File: src/rtl/core/bwrs_pkg.sv
// ----------------------------------------------------------------------------
// bwrs_pkg: shared types and constants of the beta-weighted return sum
// Field widths, item kind codes, controller states and the command and
// status groups between controller and datapath.
// ----------------------------------------------------------------------------
package bwrs_pkg;

  localparam int MAX_PRODUCTS = 64;
  localparam int KIND_W       = 2;
  localparam int INDEX_W      = 6;
  localparam int VALUE_W      = 24;
  localparam int COUNT_W      = 7;
  localparam int SUM_W        = 56;
  localparam int DELTA_W      = VALUE_W + 1;
  localparam int TERM_W       = VALUE_W + DELTA_W;

  typedef enum logic [KIND_W-1:0] {
    KIND_UPDATE = 2'd0,
    KIND_INTR   = 2'd1,
    KIND_LOAD   = 2'd2
  } kind_t;

  typedef enum logic [2:0] {
    S_IDLE,
    S_MUL,
    S_ADD,
    S_INTR,
    S_WRD,
    S_WMUL,
    S_WACC
  } state_t;

  typedef struct packed {
    logic accept;
    logic ret_wr;
    logic term_upd;
    logic set_ready;
    logic walk_start;
    logic walk_rd;
    logic term_walk;
    logic walk_step;
    logic set_all;
    logic sum_add;
    logic intr_clr;
    logic out_load;
    logic out_zero;
  } cmd_t;

  typedef struct packed {
    logic is_update;
    logic is_intr;
    logic in_range;
    logic all_ready;
    logic ready_after;
    logic load_ok;
    logic walk_last;
  } stat_t;

endpackage

File: src/rtl/core/bwrs_ctrl.sv
// ----------------------------------------------------------------------------
// bwrs_ctrl: item sequencer of the beta-weighted return sum
// Accepts items, steps the update, interrupt and recompute sequences and
// issues datapath commands.
// ----------------------------------------------------------------------------
module bwrs_ctrl (
  input  logic             clk,
  input  logic             rst_n,
  input  logic             in_valid,
  output logic             in_ready,
  input  bwrs_pkg::stat_t  stat,
  output bwrs_pkg::cmd_t   cmd
);

  bwrs_pkg::state_t state_r, state_nxt;
  logic             acc;

  assign in_ready = rst_n &&
                    ((state_r == bwrs_pkg::S_IDLE) ||
                     ((state_r == bwrs_pkg::S_ADD) && stat.load_ok));
  assign acc      = in_valid && in_ready;

  always_ff @(posedge clk) begin
    if (!rst_n) begin
      state_r <= bwrs_pkg::S_IDLE;
    end else begin
      state_r <= state_nxt;
    end
  end

  // dispatch on an accepted item, otherwise fall back to idle
  function automatic bwrs_pkg::state_t dispatch(input logic a, input bwrs_pkg::stat_t s);
    bwrs_pkg::state_t n;
    n = bwrs_pkg::S_IDLE;
    if (a && s.in_range && s.is_update) begin
      n = bwrs_pkg::S_MUL;
    end else if (a && s.in_range && s.is_intr) begin
      n = bwrs_pkg::S_INTR;
    end
    return n;
  endfunction

  always_comb begin
    state_nxt = state_r;
    unique case (state_r)
      bwrs_pkg::S_IDLE: begin
        state_nxt = dispatch(acc, stat);
      end
      bwrs_pkg::S_MUL: begin
        priority if (stat.all_ready) begin
          state_nxt = bwrs_pkg::S_ADD;
        end else if (stat.ready_after) begin
          state_nxt = bwrs_pkg::S_WRD;
        end else begin
          state_nxt = bwrs_pkg::S_IDLE;
        end
      end
      bwrs_pkg::S_ADD: begin
        if (stat.load_ok) begin
          state_nxt = dispatch(acc, stat);
        end
      end
      bwrs_pkg::S_INTR: begin
        if (stat.load_ok) begin
          state_nxt = bwrs_pkg::S_IDLE;
        end
      end
      bwrs_pkg::S_WRD:  state_nxt = bwrs_pkg::S_WMUL;
      bwrs_pkg::S_WMUL: state_nxt = bwrs_pkg::S_WACC;
      bwrs_pkg::S_WACC: begin
        state_nxt = stat.walk_last ? bwrs_pkg::S_IDLE : bwrs_pkg::S_WRD;
      end
      default: state_nxt = bwrs_pkg::S_IDLE;
    endcase
  end

  always_comb begin
    cmd        = '0;
    cmd.accept = acc;
    unique case (state_r)
      bwrs_pkg::S_IDLE: begin
      end
      bwrs_pkg::S_MUL: begin
        cmd.ret_wr = 1'b1;
        if (stat.all_ready) begin
          cmd.term_upd = 1'b1;
        end else begin
          cmd.set_ready  = 1'b1;
          cmd.walk_start = stat.ready_after;
        end
      end
      bwrs_pkg::S_ADD: begin
        cmd.sum_add  = stat.load_ok;
        cmd.out_load = stat.load_ok;
      end
      bwrs_pkg::S_INTR: begin
        cmd.intr_clr = stat.load_ok;
        cmd.out_load = stat.load_ok;
        cmd.out_zero = 1'b1;
      end
      bwrs_pkg::S_WRD:  cmd.walk_rd = 1'b1;
      bwrs_pkg::S_WMUL: cmd.term_walk = 1'b1;
      bwrs_pkg::S_WACC: begin
        cmd.sum_add   = 1'b1;
        cmd.walk_step = 1'b1;
        cmd.set_all   = stat.walk_last;
      end
      default: begin
      end
    endcase
  end

endmodule

File: config.mk
export PLATFORM = sky130hd
export DESIGN_NAME = bwrs_ctrl
export DESIGN_NICKNAME = d
export VERILOG_FILES = /design/src/rtl/core/bwrs_pkg.sv /design/src/rtl/core/bwrs_ctrl.sv
export SDC_FILE = /design/constraint.sdc
export NUM_CORES = 1
export LEC_CHECK = 0
export ABC_AREA = 1
export BUFFER_PORTS_ARGS = -buffer_cell sky130_fd_sc_hd__buf_2
export CORE_AREA = 5 5 42 44
export CTS_CLUSTER_SIZE = 8
export DETAILED_ROUTE_END_ITERATION = 10
export DIE_AREA = 0 0 47 49
export GPL_TIMING_DRIVEN = 1
export HOLD_SLACK_MARGIN = 0.08
export PLACE_DENSITY = 0.53
export SLEW_MARGIN = 20
export SYNTH_ARGS = -nofsm -noshare
export SYNTH_HDL_FRONTEND = slang
export SYNTH_SLANG_ARGS = --single-unit
File: constraint.sdc
create_clock -name clk -period 1.9 [get_ports clk]
set_clock_uncertainty 0.2 [all_clocks]
set_input_delay 0.19 -clock clk [delete_from_list [all_inputs] [get_ports clk]]
set_output_delay 0.19 -clock clk [all_outputs]
set_load 0.005 [all_outputs]
# Word-level counts from Yosys, hierarchy flattened
# Cells that the tools add are included.
dict set report op_classes {
  add_sub_neg 0
  n_mul 0
  div_mod_pow 0
  n_lt_le_gt_ge 0
  eq_ne 8
  n_shift 0
  mux 18
  n_bitwise 0
  n_reduce_logical 10
}
# cell count
set op_table {}
lappend op_table {{3-bit case mux with 7 select lines} 1}
lappend op_table {{3-bit 2-to-1 mux} 5}
lappend op_table {{3-bit equality test, second input constant} 3}
lappend op_table {{2-bit 2-to-1 mux} 4}
lappend op_table {{3-bit by 2-bit equality test with 1-bit output, second input constant} 2}
lappend op_table {{1-bit logical AND} 6}
lappend op_table {{1-bit 2-to-1 mux} 6}
lappend op_table {{4-bit 2-to-1 mux} 1}
lappend op_table {{2-bit != test, second input constant} 2}
lappend op_table {{3-bit by 1-bit equality test with 1-bit output, second input constant} 1}
lappend op_table {{3-bit logical NOT} 1}
lappend op_table {{1-bit case mux with 2 select lines} 1}
lappend op_table {{2-bit AND reduction} 1}
lappend op_table {{2-bit OR reduction} 1}
lappend op_table {{1-bit logical OR} 1}
dict set report word_totals {
  regBits 3
  latch_bits 0
  ram_bits 0
  mem_bits_ro 0
  inputBits 10
  output_inout_bits 14
  elab_cells 37
  n_memories 0
}

# Depth between registers and ports, before layout
# Gate-level depths: netlist (run 1).
dict set report logic_depth {
  ltp_word 11
  mapped_depth 7
  ltp_nobuf 7
}

# Worst setup path after synthesis (run 1)
# OpenSTA, ideal clock, no wires.
dict set report synth_timing {
  path_type {reg2out}
  startpoint {reg state_r[0]}
  endpoint {out cmd[12] (netlist name)}
  t_arrival_ns 0.824
  required_time_ns 1.510
  slack_ns 0.686
  path_stages_with_launch 5
  n_path_buf 1
  path_cell_list {dfxtp_1 > nor2_2 > nand2_2 > nor3b_1 > buf_4}
}
dict set report synth_via {
  elab_chain_cells 5
  word_cells_on_any_way 6
  classes_between {eq/ne (1); reduce/logical (5)}
}
# element line
set synth_lines {}
lappend synth_lines {{from (decl)} bwrs_ctrl.sv:15} ;# bwrs_pkg::state_t state_r, state_nxt;
lappend synth_lines {{from (signal assigned)} bwrs_ctrl.sv:25} ;# state_r <= bwrs_pkg::S_IDLE;
lappend synth_lines {{from (signal assigned)} bwrs_ctrl.sv:27} ;# state_r <= state_nxt;
lappend synth_lines {{3-bit by 2-bit equality test with 1-bit output} bwrs_ctrl.sv:20} ;# ((state_r == bwrs_pkg::S_ADD) && stat.load_ok));
lappend synth_lines {{1-bit logical AND} bwrs_ctrl.sv:20}
lappend synth_lines {{1-bit logical OR *} bwrs_ctrl.sv:19} ;# ((state_r == bwrs_pkg::S_IDLE) ||
lappend synth_lines {{1-bit logical AND *} bwrs_ctrl.sv:18} ;# assign in_ready = rst_n &&
lappend synth_lines {{1-bit logical AND *} bwrs_ctrl.sv:21} ;# assign acc = in_valid && in_ready;
lappend synth_lines {{to (decl)} bwrs_ctrl.sv:12} ;# output bwrs_pkg::cmd_t cmd
# Every way passes the cells marked *; elsewhere a longest branch is shown, timed or not.

==> results of run 1 <==
## where the power goes
group	internal, mW	total (mW)	leakage (nW)	switching [mW]
Sequential	0.0649	0.0674	0.0243	0.00252
Clock	0.0784	0.107	0.0150	0.0282
Combinational	0.0198	0.0420	0.267	0.0222
Total	0.163	0.216	0.306	0.0529
## Yosys cell counts
library cell / n
nand2_1: 11
inv_1: 8
nor2_1: 6
inv_2: 4
dfxtp_1: 3
nor2_2: 3
nor3_1: 3
nand3_1: 2
nand4_1: 2
nor2_4: 2
a211oi_1: 1
buf_4: 1
nand2_2: 1
nand3_2: 1
nor3b_1: 1
o21a_1: 1
o21ai_1: 1
o22ai_1: 1
or2_2: 1
## final cells by class
| cell class | instances | area (sq um) |
|---|---|---|
| Tap cell | 16 | 20.0 |
| Multi-Input combinational cell | 37 | 199 |
| Timing Repair Buffer | 24 | 125 |
| Inverter | 12 | 45.0 |
| Sequential cell | 3 | 60.1 |
| Fill cell | 170 | 926 |
| Clock buffer | 4 | 26.3 |
## how the worst max path moves through the flow
stage,endpoint,depth (start not counted)
after global routing,cmd[12],5
after CTS,cmd[12],5
final,cmd[12],5
after detailed placement,cmd[7],5
after floorplan,cmd[12],4
after global placement,cmd[7],5
## kinds of logic after synthesis
kind of cell | after synthesis | share of synthesized area [%]
and+or+nand+nor | 33 | 55.4
AOI/OAI and AO/OA | 4 | 8.44
buffers and inverters | 13 | 16.9
DFF | 3 | 19.3
## critical path: stages
cell	delay, ps
dlygate4sd3_1	520
buf_2	140
nand2_2	80
nor3b_1	180
buf_2	140
## through the flow
stage | instances | hold slack (ps) | total power, mW | cell area, sq um | setup slack (ps)
after floorplan | 53 | 110 | 0.0903 | 312 | 686
after global placement | 91 | 258 | 0.109 | 439 | 597
after detailed placement | 91 | 267 | 0.109 | 439 | 601
after CTS | 96 | 122 | 0.222 | 475 | 252
after global routing | 96 | 140 | 0.234 | 475 | 117
final | 96 | 127 | 0.216 | 475 | 265
## routing by layer
layer  GRT usage (%)  up-vias  wire length (um)
met5               0        -                 0
li1                -      222                 -
met1            9.45      174               304
met3            2.21        0                81
met4            2.76        0                 0
met2            13.6       11               465
## repair_timing
item                                   in CTS  in global routing
endpoints found under the hold margin       2                  0
resized for setup                           0                  0
hold buffers                                1                  0
==> metrics.txt, run 1 <==
dpl hpwl=around 770 um; Worst Hold Launch=stat[0]; Port Buf Inserts=23; Setup CP Type=in2out; type of the most critical hold path=in2reg; status=finished, final reports clean; period utilisation layout=between 80% and 90%; layout cell share with drive strength beyond 1=47.5%; first-pass GRT wire length=about 1400 um; first drt pass iteration count=3; # setup viols final=0; number of diodes=0; CTS clk-pin slew, worst paths=about 30 ps; DR DRC count=0; nets@finish=a little over 90; max reg flops=3; Critical Path Source=rst_n; overflow left after global routing=0; crit path DAT=between 1000 and 1500 ps; Worst slew margin=81.8%; P&R area growth vs syn=52.6%; drt via density=4.24; Site Rows=14; Worst Setup Start Kind=input port; Final ANT Viol Nets=0; largest net degree at the start of global routing=8; total die area=between 0.002 and 0.0025 sq mm; largest registers=state_r x3; Gate Count Post-Synth=53; Fmax=between 0.6 and 0.7 GHz; critical path peak fanout=4; GRT Total Usage=8.10%; most frequent cells in the layout=buf_2, nand2_1, inv_1; P_leak=roughly 0.31 nW; Core Area=0.00140 sq mm; RSZ-0062 raised after global routing=no; sequential-to-total area share from yosys stat=between 10% and 20%; r2r worst-path depth=5; initial antenna violation count=0; vias in the first global route=approximately 380; gpl congestion=just under 0.8; via count=~410; post-synth top area share=19.3%; Mapped Avg Cell Area=around 6 sq um; initial core utilization=22.2%; clk root buf=clkbuf_4; worst skew pair latency=between 200 and 250 ps; die width=47 um; min cycle time layout=1630 ps; WHS Endpoint=state_r[2]$_SDFFE_PN0P_; Final Util=between 30 and 40%; reg2reg end=state_r[0]$_SDFFE_PN0P_; commonest non-fill, non-tap cell in the layout=buf_2; max_cap viols=0; TritonCTS Sinks=3; Ys Warns=0; Worst EP required=~1500 ps; die height=just under 50 um; Worst Tran Pin Value=272 ps; postcts setup bufs=0; Detailed Route Iter0 Violations=3; final slew viol count=0; Area contributors post-synth=dfxtp_1, nand2_1, inv_1, nor2_1, nor2_4; Peak VDD IR=0.000257 V; Largest Register=state_r; reg-to-reg startpoint=state_r[1]$_SDFFE_PN0P_; DR WL/cell=between 8 and 9 um; final wirelength=~850 um; syn_nets=63; Num CTS Buffers=3; Synth cell types=19; setup slack, reg-to-reg=between 600 and 700 ps; CTS Buffer Depth=2; H-tree depth=1; area leader, netlist=dfxtp_1; setup TNS=0 ps; Final Hold Viols=0; pwr/cell area=about 450 mW/mm^2; hold depth=3; I/O pins=24; CTS tree=done; Cell Area, Synth=just over 300 sq um; FF+latch count, synth=3; Crit. End Element=output pin
(Power assumes the default switching activity.)
==> run 2: changes to the inputs <==
--- a/config.mk
+++ b/config.mk
@@ -13,7 +13,7 @@
 export DIE_AREA = 0 0 47 49
 export GPL_TIMING_DRIVEN = 1
 export HOLD_SLACK_MARGIN = 0.08
-export PLACE_DENSITY = 0.53
+export PLACE_DENSITY_LB_ADDON = 0.3
 export SLEW_MARGIN = 20
 export SYNTH_ARGS = -nofsm -noshare
 export SYNTH_HDL_FRONTEND = slang
==> run 2 against run 1 <==
  * Combinational power barely moved
  * Critical endpoint unchanged
  * Clock power rose by 4%
  * Sequential power barely moved
  * Count of clock-buffer cells in the layout did not move
  * Register-to-register slack improved by 20 ps
  * Hold slack got worse by 11 ps
  * First-iteration DRC count fell by 100%
  * Global-route usage barely moved
  * Non-clock buffer count did not move
  * Critical path depth did not move
  * Sequential cell count did not move
==> metrics.txt, run 2 (synthesized netlist as in run 1, its figures left out) <==
first drt pass iteration count=1 (-2); I/O pins=24 (unchanged); largest registers=state_r x3; Setup CP Type=in2out; Crit. End Element=output pin; Worst slew margin=83.1% (+1.3 points); CTS tree=done; commonest non-fill, non-tap cell in the layout=buf_2; Final Hold Viols=0 (unchanged); drt via density=4.40 (+3.7%); Worst Tran Pin Value=252 ps (-19.6 ps); most frequent cells in the layout=buf_2, nand2_1, inv_1; Placed Cells=91 (unchanged); overflow left after global routing=0 (unchanged); nets@finish=91 (unchanged); die height=49 um (unchanged); setup TNS=0 ps (unchanged); CTS clk-pin slew, worst paths=40 ps (about the same); Final ANT Viol Nets=0 (unchanged); Worst Setup Start Kind=input port; DR WL/cell=8.92 um (+0.71%); Core Area=0.00140 sq mm (unchanged); worst skew pair latency=230 ps (about the same); Largest Register=state_r; pwr/cell area=463 mW/mm^2 (+2.0%); Worst EP required=1510 ps (about the same); number of diodes=0 (unchanged); layout cell share with drive strength beyond 1=47.5% (unchanged); total power=0.220 mW (+2.0%); DR DRC count=0 (unchanged); Top cell by count, worst path=buf_2; slowest CP cell=dlygate4sd3_1; Peak VDD IR=0.000225 V (-12%); Port Buf Inserts=23 (unchanged); dpl hpwl=772 um (+0.55%); # setup viols final=0 (unchanged); P&R area growth vs syn=52.6% (unchanged); Num CTS Buffers=3 (unchanged); Detailed Route Iter0 Violations=0 (-3); max reg flops=3 (unchanged); CTS Buffer Depth=2 (unchanged); min cycle time layout=1630 ps (-1.22 ps); initial core utilization=22.2% (unchanged); total die area=0.00230 sq mm (unchanged); clk root buf=clkbuf_4; GRT Total Usage=8.09% (-0.011 points); type of the most critical hold path=in2reg; final wirelength=856 um (+0.71%); initial antenna violation count=0 (unchanged); crit path DAT=1240 ps (about the same); Hold WS=116 ps (-11.5 ps); Sw Pwr=0.0569 mW (+7.6%); P_leak=0.306 nW (unchanged); Buffers & Inverters on Critical Path=3 (unchanged); Int Pwr=0.163 mW (+0.15%); CP Cell Sequence=dlygate4sd3_1 -> buf_2 -> nand2_2 -> nor3b_1 -> buf_2; gpl congestion=0.695 (-10%); via count=422 (+3.7%); first-pass GRT wire length=1390 um (-3.4%); largest net degree at the start of global routing=8 (unchanged); critical path peak fanout=4 (unchanged); H-tree depth=1 (unchanged); Reg power frac=30.6% (-0.6 points); vias in the first global route=376 (-1.8%); Site Rows=14 (unchanged); status=finished, final reports clean; non-filler cells, final=96 (unchanged); Largest stage delay, worst path=520 ps (about the same); sw frac=25.8% (+1.3 points); RSZ-0062 raised after global routing=no; Fmax=0.612 GHz (about the same); max_cap viols=0 (unchanged); crit-path leading delay family=buffers and inverters; clock share of power=50.4% (+1.1 points); Post-CTS Resized=0 (unchanged); period utilisation layout=86.0% (about the same); final slew viol count=0 (unchanged); TritonCTS Sinks=3 (unchanged); power share of the combinational group=19.1% (-0.3 points); die width=47 um (unchanged)
run 2: cell counts in the layout (fill, tap and decap cells not counted):
No cell type changed its count.
run 2: cell type report:
cell class / instances / area, sq um
timing repair buffer: 24 / 125
inverter: 12 / 45.0
tap: 16 / 20.0
sequential: 3 / 60.1
clock buffer: 4 / 26.3
multi-input combinational: 37 / 199
fill: 176 / 926
run 2: path summary, 6_finish.rpt:
check	endpoint	slack (ps)	depth (start not counted)	startpoint
max reg2reg	state_r[0]$_SDFFE_PN0P_	660	5	state_r[1]$_SDFFE_PN0P_
max	cmd[12]	270	5	rst_n
min	state_r[1]$_SDFFE_PN0P_	120	5	stat[4]
min reg2reg	state_r[2]$_SDFFE_PN0P_	450	2	state_r[1]$_SDFFE_PN0P_
run 2: power by group through the flow:
stage                     Sequential (mW)  Combinational [mW]  Clock [mW]
final                              0.0673              0.0420       0.111
after global routing               0.0676              0.0480       0.126
after CTS                          0.0673              0.0429       0.117
after detailed placement           0.0683              0.0412           0
after global placement             0.0682              0.0407           0
after floorplan                    0.0678              0.0225           0
run 2: metal layers:
layer | global-route usage (%) | wire length, um | vias up | part of all wire (%)
met1 | 9.19 | 333 | 182 | 39
met4 | 4.15 | 0 | 0 | 0
met5 | 0 | 0 | - | 0
li1 | - | - | 227 | -
met3 | 2.95 | 79 | 0 | 9.2
met2 | 12.7 | 443 | 13 | 52
run 2: stage by stage:
stage	cell area [sq um]	setup WS [ps]	utilization (%)
global placement	439	602	31.3
global route	475	172	33.9
finish	475	266	33.9
detailed placement	439	585	31.3
CTS	475	269	33.9
floorplan	312	686	-
run 2: worst reg2reg max path, delay by kind of cell, from the launching register on:
kind	cells	cell delay [ps]
and+or+nand+nor	4	440
DFF	1	390
buffers and inverters	1	100
run 2: timing repair:
item	CTS	global route
buffers inserted	0	0
hold buffers	1	0
hold endpoints to repair	2	0
